File: src/iacc_pkg.sv
package iacc_pkg;

  localparam int DATA_WIDTH_DEF = 32;
  localparam int MODE_W         = 3;
  localparam int OPERAND_W      = 32;
  localparam int VALUE_W        = 32;

  typedef enum logic [MODE_W-1:0] {
    MODE_ADD    = 3'd0,
    MODE_SUB    = 3'd1,
    MODE_MUL    = 3'd2,
    MODE_DIV    = 3'd3,
    MODE_SQUARE = 3'd4,
    MODE_SQRT   = 3'd5,
    MODE_LOAD   = 3'd6
  } iacc_mode_t;

  typedef struct packed {
    logic [MODE_W-1:0]           mode;
    logic signed [OPERAND_W-1:0] operand;
  } iacc_in_t;

  typedef struct packed {
    logic signed [VALUE_W-1:0] value;
    logic                      divide_by_zero;
  } iacc_out_t;

  // operations of the serial unit
  typedef enum logic [1:0] {
    UOP_MUL  = 2'd0,
    UOP_DIV  = 2'd1,
    UOP_SQRT = 2'd2
  } iacc_uop_t;

  typedef struct packed {
    logic      start;
    iacc_uop_t op;
  } iacc_cmd_t;

  typedef struct packed {
    logic busy;
    logic done;
  } iacc_sts_t;

endpackage

File: src/iacc_serial_unit.sv
module iacc_serial_unit import iacc_pkg::*; #(
  parameter int DATA_WIDTH = DATA_WIDTH_DEF
) (
  input  logic                  clk,
  input  logic                  rst_n,
  input  iacc_cmd_t             cmd,
  input  logic [DATA_WIDTH-1:0] a,
  input  logic [DATA_WIDTH-1:0] b,
  output iacc_sts_t             sts,
  output logic [DATA_WIDTH-1:0] result
);

  localparam int CNT_W  = $clog2(DATA_WIDTH + 1);
  localparam int SQ_TOP = ((DATA_WIDTH - 2) / 2) * 2;

  typedef enum logic [4:0] {
    U_IDLE = 5'b00001,
    U_MUL  = 5'b00010,
    U_DIV  = 5'b00100,
    U_SQRT = 5'b01000,
    U_FIX  = 5'b10000
  } ustate_t;

  ustate_t               state_r, state_nxt;
  iacc_uop_t             op_r, op_nxt;
  logic [DATA_WIDTH-1:0] a_r, a_nxt;
  logic [DATA_WIDTH-1:0] b_r, b_nxt;
  logic [DATA_WIDTH-1:0] p_r, p_nxt;
  logic [CNT_W-1:0]      cnt_r, cnt_nxt;
  logic                  neg_r, neg_nxt;
  logic                  done_r, done_nxt;
  logic [DATA_WIDTH-1:0] result_r, result_nxt;

  logic [DATA_WIDTH-1:0] mag_a, mag_b;
  logic [DATA_WIDTH-1:0] trial;
  logic [DATA_WIDTH:0]   sq_sum, sq_next_root;

  assign mag_a = a[DATA_WIDTH-1] ? (~a + 1'b1) : a;
  assign mag_b = b[DATA_WIDTH-1] ? (~b + 1'b1) : b;

  // divide: remainder picks up the next dividend bit
  assign trial = {p_r[DATA_WIDTH-2:0], a_r[DATA_WIDTH-1]};

  // square root: root + bit, and root + 2*bit
  assign sq_sum       = {1'b0, a_r} + {1'b0, b_r};
  assign sq_next_root = {1'b0, a_r} + {b_r, 1'b0};

  always_comb begin
    state_nxt  = state_r;
    op_nxt     = op_r;
    a_nxt      = a_r;
    b_nxt      = b_r;
    p_nxt      = p_r;
    cnt_nxt    = cnt_r;
    neg_nxt    = neg_r;
    done_nxt   = 1'b0;
    result_nxt = result_r;
    case (state_r)
      U_IDLE: begin
        if (cmd.start) begin
          op_nxt  = cmd.op;
          cnt_nxt = CNT_W'(DATA_WIDTH);
          case (cmd.op)
            UOP_MUL: begin
              a_nxt     = a;
              b_nxt     = b;
              p_nxt     = '0;
              state_nxt = U_MUL;
            end
            UOP_DIV: begin
              a_nxt     = mag_a;
              b_nxt     = mag_b;
              p_nxt     = '0;
              neg_nxt   = a[DATA_WIDTH-1] ^ b[DATA_WIDTH-1];
              state_nxt = U_DIV;
            end
            default: begin
              p_nxt     = mag_a;
              a_nxt     = '0;
              b_nxt     = DATA_WIDTH'(1) << SQ_TOP;
              state_nxt = U_SQRT;
            end
          endcase
        end
      end
      U_MUL: begin
        if (b_r[0]) begin
          p_nxt = p_r + a_r;
        end
        a_nxt   = a_r << 1;
        b_nxt   = b_r >> 1;
        cnt_nxt = cnt_r - 1'b1;
        if (cnt_r == CNT_W'(1)) begin
          state_nxt = U_FIX;
        end
      end
      U_DIV: begin
        if (trial >= b_r) begin
          p_nxt = trial - b_r;
          a_nxt = {a_r[DATA_WIDTH-2:0], 1'b1};
        end else begin
          p_nxt = trial;
          a_nxt = {a_r[DATA_WIDTH-2:0], 1'b0};
        end
        cnt_nxt = cnt_r - 1'b1;
        if (cnt_r == CNT_W'(1)) begin
          state_nxt = U_FIX;
        end
      end
      U_SQRT: begin
        if ({1'b0, p_r} >= sq_sum) begin
          p_nxt = p_r - sq_sum[DATA_WIDTH-1:0];
          a_nxt = sq_next_root[DATA_WIDTH:1];
        end else begin
          a_nxt = a_r >> 1;
        end
        b_nxt = b_r >> 2;
        if ((b_r >> 2) == '0) begin
          state_nxt = U_FIX;
        end
      end
      U_FIX: begin
        case (op_r)
          UOP_MUL: result_nxt = p_r;
          UOP_DIV: result_nxt = neg_r ? (~a_r + 1'b1) : a_r;
          default: result_nxt = (p_r > a_r) ? (a_r + 1'b1) : a_r;
        endcase
        done_nxt  = 1'b1;
        state_nxt = U_IDLE;
      end
      default: state_nxt = U_IDLE;
    endcase
  end

  always_ff @(posedge clk) begin
    if (!rst_n) begin
      state_r <= U_IDLE;
      done_r  <= 1'b0;
    end else begin
      state_r <= state_nxt;
      done_r  <= done_nxt;
    end
    op_r     <= op_nxt;
    a_r      <= a_nxt;
    b_r      <= b_nxt;
    p_r      <= p_nxt;
    cnt_r    <= cnt_nxt;
    neg_r    <= neg_nxt;
    result_r <= result_nxt;
  end

  assign sts.busy = (state_r != U_IDLE);
  assign sts.done = done_r;
  assign result   = result_r;

endmodule

File: src/integer_accumulator_alu.sv
// integer accumulator alu
// input channel in_valid / in_stall / in_data carries a mode and an operand;
// each accepted word replaces the accumulator (DATA_WIDTH bits) with
// acc+b, acc-b, acc*b, acc/b, acc*acc, rounded sqrt(|acc|) or b (load)
// result channel out_valid / out_stall / out_data gives one word per input
// word: the new accumulator (low 32 bits) and a divide-by-zero flag
// one word at a time: in_stall is high from acceptance until write-back
// add, subtract, load, unused mode, divide by zero: result goes straight to write-back
// multiply and square: serial unit (one multiplier bit a cycle)
// divide: serial unit (one quotient bit a cycle)
// square root: serial unit (one root bit a cycle)
// the serial unit uses shift-add, restoring division and digit-by-digit root
// the output register lets the next word be accepted while a result waits;
// a finished result is held until the output register is free
// reset (rst_n low, synchronous) sets the accumulator to 2 and empties the
// output register
module integer_accumulator_alu import iacc_pkg::*; #(
  parameter int DATA_WIDTH = DATA_WIDTH_DEF
) (
  input  logic      clk,
  input  logic      rst_n,
  input  logic      in_valid,
  output logic      in_stall,
  input  iacc_in_t  in_data,
  output logic      out_valid,
  input  logic      out_stall,
  output iacc_out_t out_data
);

  typedef enum logic [2:0] {
    S_IDLE = 3'b001,
    S_RUN  = 3'b010,
    S_WB   = 3'b100
  } state_t;

  state_t                state_r, state_nxt;
  logic [DATA_WIDTH-1:0] acc_r, acc_nxt;
  logic [DATA_WIDTH-1:0] res_r, res_nxt;
  logic                  flag_r, flag_nxt;
  logic                  out_valid_r, out_valid_nxt;
  iacc_out_t             out_data_r, out_data_nxt;

  logic                  in_fire, wb_fire;
  logic [DATA_WIDTH-1:0] b_ext;
  iacc_cmd_t             cmd;
  iacc_sts_t             sts;
  logic [DATA_WIDTH-1:0] unit_a, unit_b, unit_res;

  assign in_fire = in_valid && !in_stall;
  assign wb_fire = (state_r == S_WB) && (!out_valid_r || !out_stall);
  assign b_ext   = DATA_WIDTH'(in_data.operand);

  iacc_serial_unit #(
    .DATA_WIDTH(DATA_WIDTH)
  ) u_serial (
    .clk   (clk),
    .rst_n (rst_n),
    .cmd   (cmd),
    .a     (unit_a),
    .b     (unit_b),
    .sts   (sts),
    .result(unit_res)
  );

  always_comb begin
    state_nxt = state_r;
    acc_nxt   = acc_r;
    res_nxt   = res_r;
    flag_nxt  = flag_r;
    cmd.start = 1'b0;
    cmd.op    = UOP_MUL;
    unit_a    = acc_r;
    unit_b    = b_ext;
    case (state_r)
      S_IDLE: begin
        if (in_fire) begin
          flag_nxt  = 1'b0;
          state_nxt = S_WB;
          case (in_data.mode)
            MODE_ADD:  res_nxt = acc_r + b_ext;
            MODE_SUB:  res_nxt = acc_r - b_ext;
            MODE_LOAD: res_nxt = b_ext;
            MODE_MUL: begin
              cmd.start = 1'b1;
              state_nxt = S_RUN;
            end
            MODE_SQUARE: begin
              unit_b    = acc_r;
              cmd.start = 1'b1;
              state_nxt = S_RUN;
            end
            MODE_DIV: begin
              if (b_ext == '0) begin
                flag_nxt = 1'b1;
                res_nxt  = acc_r;
              end else begin
                cmd.op    = UOP_DIV;
                cmd.start = 1'b1;
                state_nxt = S_RUN;
              end
            end
            MODE_SQRT: begin
              cmd.op    = UOP_SQRT;
              cmd.start = 1'b1;
              state_nxt = S_RUN;
            end
            default: res_nxt = acc_r;
          endcase
        end
      end
      S_RUN: begin
        if (sts.done) begin
          res_nxt   = unit_res;
          state_nxt = S_WB;
        end
      end
      S_WB: begin
        if (wb_fire) begin
          acc_nxt   = res_r;
          state_nxt = S_IDLE;
        end
      end
      default: state_nxt = S_IDLE;
    endcase
  end

  always_comb begin
    out_valid_nxt = out_valid_r;
    out_data_nxt  = out_data_r;
    if (out_valid_r && !out_stall) begin
      out_valid_nxt = 1'b0;
    end
    if (wb_fire) begin
      out_valid_nxt               = 1'b1;
      out_data_nxt.value          = VALUE_W'(res_r);
      out_data_nxt.divide_by_zero = flag_r;
    end
  end

  always_ff @(posedge clk) begin
    if (!rst_n) begin
      state_r     <= S_IDLE;
      acc_r       <= DATA_WIDTH'(2);
      out_valid_r <= 1'b0;
    end else begin
      state_r     <= state_nxt;
      acc_r       <= acc_nxt;
      out_valid_r <= out_valid_nxt;
    end
    res_r      <= res_nxt;
    flag_r     <= flag_nxt;
    out_data_r <= out_data_nxt;
  end

  assign in_stall  = (state_r != S_IDLE);
  assign out_valid = out_valid_r;
  assign out_data  = out_data_r;

  // an accepted word always leaves the idle state
  assert property (@(posedge clk) disable iff (!rst_n)
    in_fire |=> (state_r != S_IDLE))
    else $error("accepted word did not start processing");

  // the serial unit only reports completion while we wait for it
  assert property (@(posedge clk) disable iff (!rst_n)
    sts.done |-> (state_r == S_RUN))
    else $error("serial unit finished outside run state");

  // divide by zero keeps the accumulator
  assert property (@(posedge clk) disable iff (!rst_n)
    (wb_fire && flag_r) |=> $stable(acc_r))
    else $error("accumulator changed on divide by zero");

  // the serial unit is never started while still busy
  assert property (@(posedge clk) disable iff (!rst_n)
    cmd.start |-> !sts.busy)
    else $error("serial unit started while busy");

endmodule
File: config.mk
export PLATFORM = sky130hd
export DESIGN_NAME = integer_accumulator_alu
export DESIGN_NICKNAME = d
export VERILOG_FILES = /design/src/iacc_pkg.sv /design/src/iacc_serial_unit.sv /design/src/integer_accumulator_alu.sv
export SDC_FILE = /design/constraint.sdc
export NUM_CORES = 1
export LEC_CHECK = 0
export BUFFER_PORTS_ARGS = -buffer_cell sky130_fd_sc_hd__buf_2
export CORE_MARGIN = 2
export CORE_UTILIZATION = 45
export CTS_CLUSTER_DIAMETER = 150
export CTS_CLUSTER_SIZE = 16
export DETAILED_ROUTE_END_ITERATION = 8
export PLACE_DENSITY_LB_ADDON = 0.08
export SLEW_MARGIN = 15
export SYNTH_ARGS = -nofsm -noshare
export SYNTH_HDL_FRONTEND = slang
export SYNTH_SLANG_ARGS = --single-unit
File: constraint.sdc
create_clock -name clk -period 6 [get_ports clk]
set_clock_uncertainty 0.1 [all_clocks]
set_input_delay 1.2 -clock clk [delete_from_list [all_inputs] [get_ports clk]]
set_output_delay 1.2 -clock clk [all_outputs]
set_load 0.005 [all_outputs]
==> key figures <==
Critical path
  – CP Data Arrival Time: ~6.0 ns
  – Startpoint Class: flip-flop
  – Critical path required time: about 6.3 ns
  – Crit path kind: reg -> reg
  – Max FO, Critical Path: 7
  – Reg2Reg Depth: 22
  – Critical Path Sink Type: flip-flop

Global route
  – GRT overflow: 0
  – First-pass GRT wire length: between 100 and 150 mm
  – Initial antenna violation count: 1
  – Largest net degree at the start of global routing: approximately 70
  – Number of global-route vias before repair: 23917
  – Total Routing Usage GR: 0.331

STA
  – Max_slew headroom: 0.225
  – Max Freq: between 150 and 200 MHz
  – Max-slew violations: 0
  – Final Hold Vio Count: 0
  – Final setup vio count: 0
  – Tmin final: between 5 and 6 ns
  – Post-route clock period utilization: 0.951
  – Worst-margin pin slew: approximately 1.2 ns
  – RSZ-0062 raised after global routing: no
  – Setup TNS: 0 ns

Yosys
  – Post-synthesis cell type count: just under 80
  – Seq/Total Area, Yosys: 0.272
  – Async SR Flop Fraction: 0
  – Cell taking the most area after synthesis: edfxtp_1
  – Yosys reg bits: about 250
  – Top FF cell, synth: edfxtp_1
  – Share of the synthesized area in the top cell type: 0.239
  – Ranking of synthesized cells by area: edfxtp_1, ha_1, xnor2_1
  – Avg Inst Size Synth: approximately 8.1 um2
  – Warnings, synthesis: 0
  – Cells after synthesis: roughly 3200
  – Post-synth EDFFs: between 200 and 250
  – Syn Nets: about 3400
  – Synthesized cell area: between 20000 and 30000 um2

Route
  – DR iter-0 viols: roughly 2700
  – Router iterations before antenna repair: 6
  – Vias per cell: around 6.4
  – Routed via count: 25143
  – Drt wl/cell: around 25 um
  – Number of remaining DRC errors: 0
  – Final wirelength: approximately 100 mm
  – DRT antenna net count: 0

Floorplanning
  – CORE AREA: around 56000 um2
  – Rows: 87
  – DIE AREA: a little under 60000 um2
  – Die width: between 200 and 250 um
  – Die Y: 242 um
  – Starting density of the core: 0.453
  – Io pins: 74

Clock tree
  – Max clock buf depth: 3
  – Clock-pin slew on the worst setup and hold paths: roughly 0.09 ns
  – # H-tree levels: 1
  – CTS Buf Count: 19
  – Clk_lat worst skew: 0.57 ns
  – Clock Sinks: 245
  – Root Buffer: clkbuf_16
  – Post-CTS Setup Repair Bufs: 0
  – CTS tree: done
  – CTS Hold Buffers Added: 0

Pwr
  – Clk pwr share: 0.227
  – PD cells: between 200 and 250 nW/um2
  – Worst vdd ir: about 0.21 mV
  – Reg power frac: 0.377
  – Pleak: around 0.011 uW
  – Sw frac: 0.393
  – P_int: around 3500 uW
  – Sw Pwr: about 2300 uW
  – Comb pwr share: 0.396

Job
  – Max Cap Viol: 0

Min path
  – Hold depth: 0
  – Hold Crit Class: reg -> reg

Placement
  – Placer congestion estimate: 0.983
  – Port bufs: between 70 and 80
  – Placed cell areas: roughly 27000 um2
  – Placed wire-length estimate: slightly below 80 mm

Layout
  – FF/Latch Area: roughly 6900 um2
  – Multi-input gate area: roughly 18000 um2
  – N_diodes: 0
  – Area grow syn2layout: 8.31%
  – Layout cells sized above 1: 0.0797
  – Filler instances: 5545
  – Fin nets: 3445
  – Final instance area: approximately 28000 um2

Outcome
  – Status: complete, no violations
-- power groups by stage --
stage	clock [uW]	sequential [uW]	combinational (uW)
after floorplan	0	2150	1560
after global placement	0	2200	2200
after detailed placement	0	2200	2230
after CTS	1330	2170	2240
after global routing	1390	2190	2510
final	1310	2170	2280
-- final timing paths --
check	start	to	slack, ns
max	u_serial.a_r[0]	u_serial.p_r[31]	0.30
min	flag_r	out_data[0]	0.32
max reg2reg	u_serial.a_r[0]	u_serial.p_r[31]	0.30
min reg2reg	flag_r	out_data[0]	0.32
-- per-layer routing --
layer | wire length (um) | global-route usage | share of wire | vias to the layer above
met1 | 44900 | 0.471 | 0.45 | 12111
li1 | - | - | - | 11775
met3 | 8340 | 0.0510 | 0.084 | 127
met2 | 43900 | 0.521 | 0.44 | 1128
met5 | 7 | 0 | 0.000070 | -
met4 | 2650 | 0.0882 | 0.027 | 2
-- critical path, stage by stage, from the launching register on --
cell and delay (ns):
edfxtp_1 0.41, buf_4 0.19, inv_1 0.12, ha_1 0.23
nor3b_2 0.25, nand4_1 0.28, or3_1 0.44, or3_1 0.42
inv_1 0.11, nand3_1 0.17, xnor2_1 0.30, o21ai_0 0.14
ha_1 0.39, nand2_1 0.11, o21ai_0 0.18, nand2_1 0.09
o21ai_0 0.20, a31oi_2 0.10, o21ai_1 0.37, nand4_1 0.15
a31o_2 0.24, or4b_1 0.49, o2111ai_1 0.09
-- registers in the layout, summed over array words and instances (netlist names), 3 cells and up --
register and cells:
u_serial.b_r 32, state_r 3, acc_r 32, u_serial.p_r 32, res_r 32, u_serial.a_r 32
u_serial.result 32, u_serial.cnt_r 6, out_data 33, u_serial.state_r 5
-- synthesized netlist by cell type (28+ instances only) --
cell / number
nand2_1: 331
a21oi_1: 268
nor2_1: 249
ha_1: 228
o21ai_0: 212
edfxtp_1: 203
xnor2_1: 202
clkbuf_1: 168
inv_1: 115
a21o_1: 95
nand3_1: 83
xor2_1: 79
nor3_1: 77
a22oi_1: 57
a31oi_1: 46
dfxtp_1: 42
nand4_1: 41
a21boi_0: 38
mux2i_1: 38
a211oi_1: 36
nand2b_1: 35
o21a_1: 35
nor2b_1: 34
nor4_1: 34
o31ai_1: 34
or3_1: 32
and3_1: 30
o221ai_1: 28
-- through the flow --
step	setup slack [ns]	hold WS [ns]	total power, uW	cells	util
floorplan	0.117	0.300	3710	3159	-
global placement	0.201	0.310	4400	3908	0.481
detailed placement	0.177	0.309	4430	3908	0.481
CTS	0.181	0.327	5740	3942	0.491
global route	0.0195	0.342	6080	3942	0.491
finish	0.297	0.324	5770	3942	0.491
-- cell families after synthesis --
family,share of synthesized area
flip-flops,0.272
multiplexers,0.0198
XOR/XNOR,0.0964
AND/OR/NAND/NOR,0.190
adder cells (fa/ha/maj),0.116
buffers and inverters,0.0450
AO/OA/AOI/OAI,0.261
-- cells in the final DEF, fill, tap and decap left out, types with 38 or more instances in the layout --
master    netlist  layout
a21boi_0       38      38
a21o_1         95      95
a21oi_1       268     268
a22oi_1        57      57
a31oi_1        46      44
buf_2           5      73
buf_4           0      97
dfxtp_1        42      42
edfxtp_1      203     203
ha_1          228     228
inv_1         115     115
mux2i_1        38      38
nand2_1       331     329
nand3_1        83      83
nand4_1        41      41
nor2_1        249     243
nor3_1         77      76
o21ai_0       212     210
xnor2_1       202     202
xor2_1         79      79
-- layout make-up --
| cell class | count | share of cell area |
|---|---|---|
| Sequential cell | 245 | 0.251 |
| Multi-Input combinational cell | 2612 | 0.635 |
| Inverter | 119 | 0.0162 |
| Timing Repair Buffer | 176 | 0.0439 |
| Tap cell | 756 | 0.0342 |
| Clock buffer | 31 | 0.0192 |
| Clock inverter | 3 | 0.000815 |
-- repair_timing --
item | in CTS | in global routing
setup endpoints to repair | 0 | 66
resized for setup | 0 | 7
endpoints found under the hold margin | 0 | 0
(Power assumes the default switching activity.)
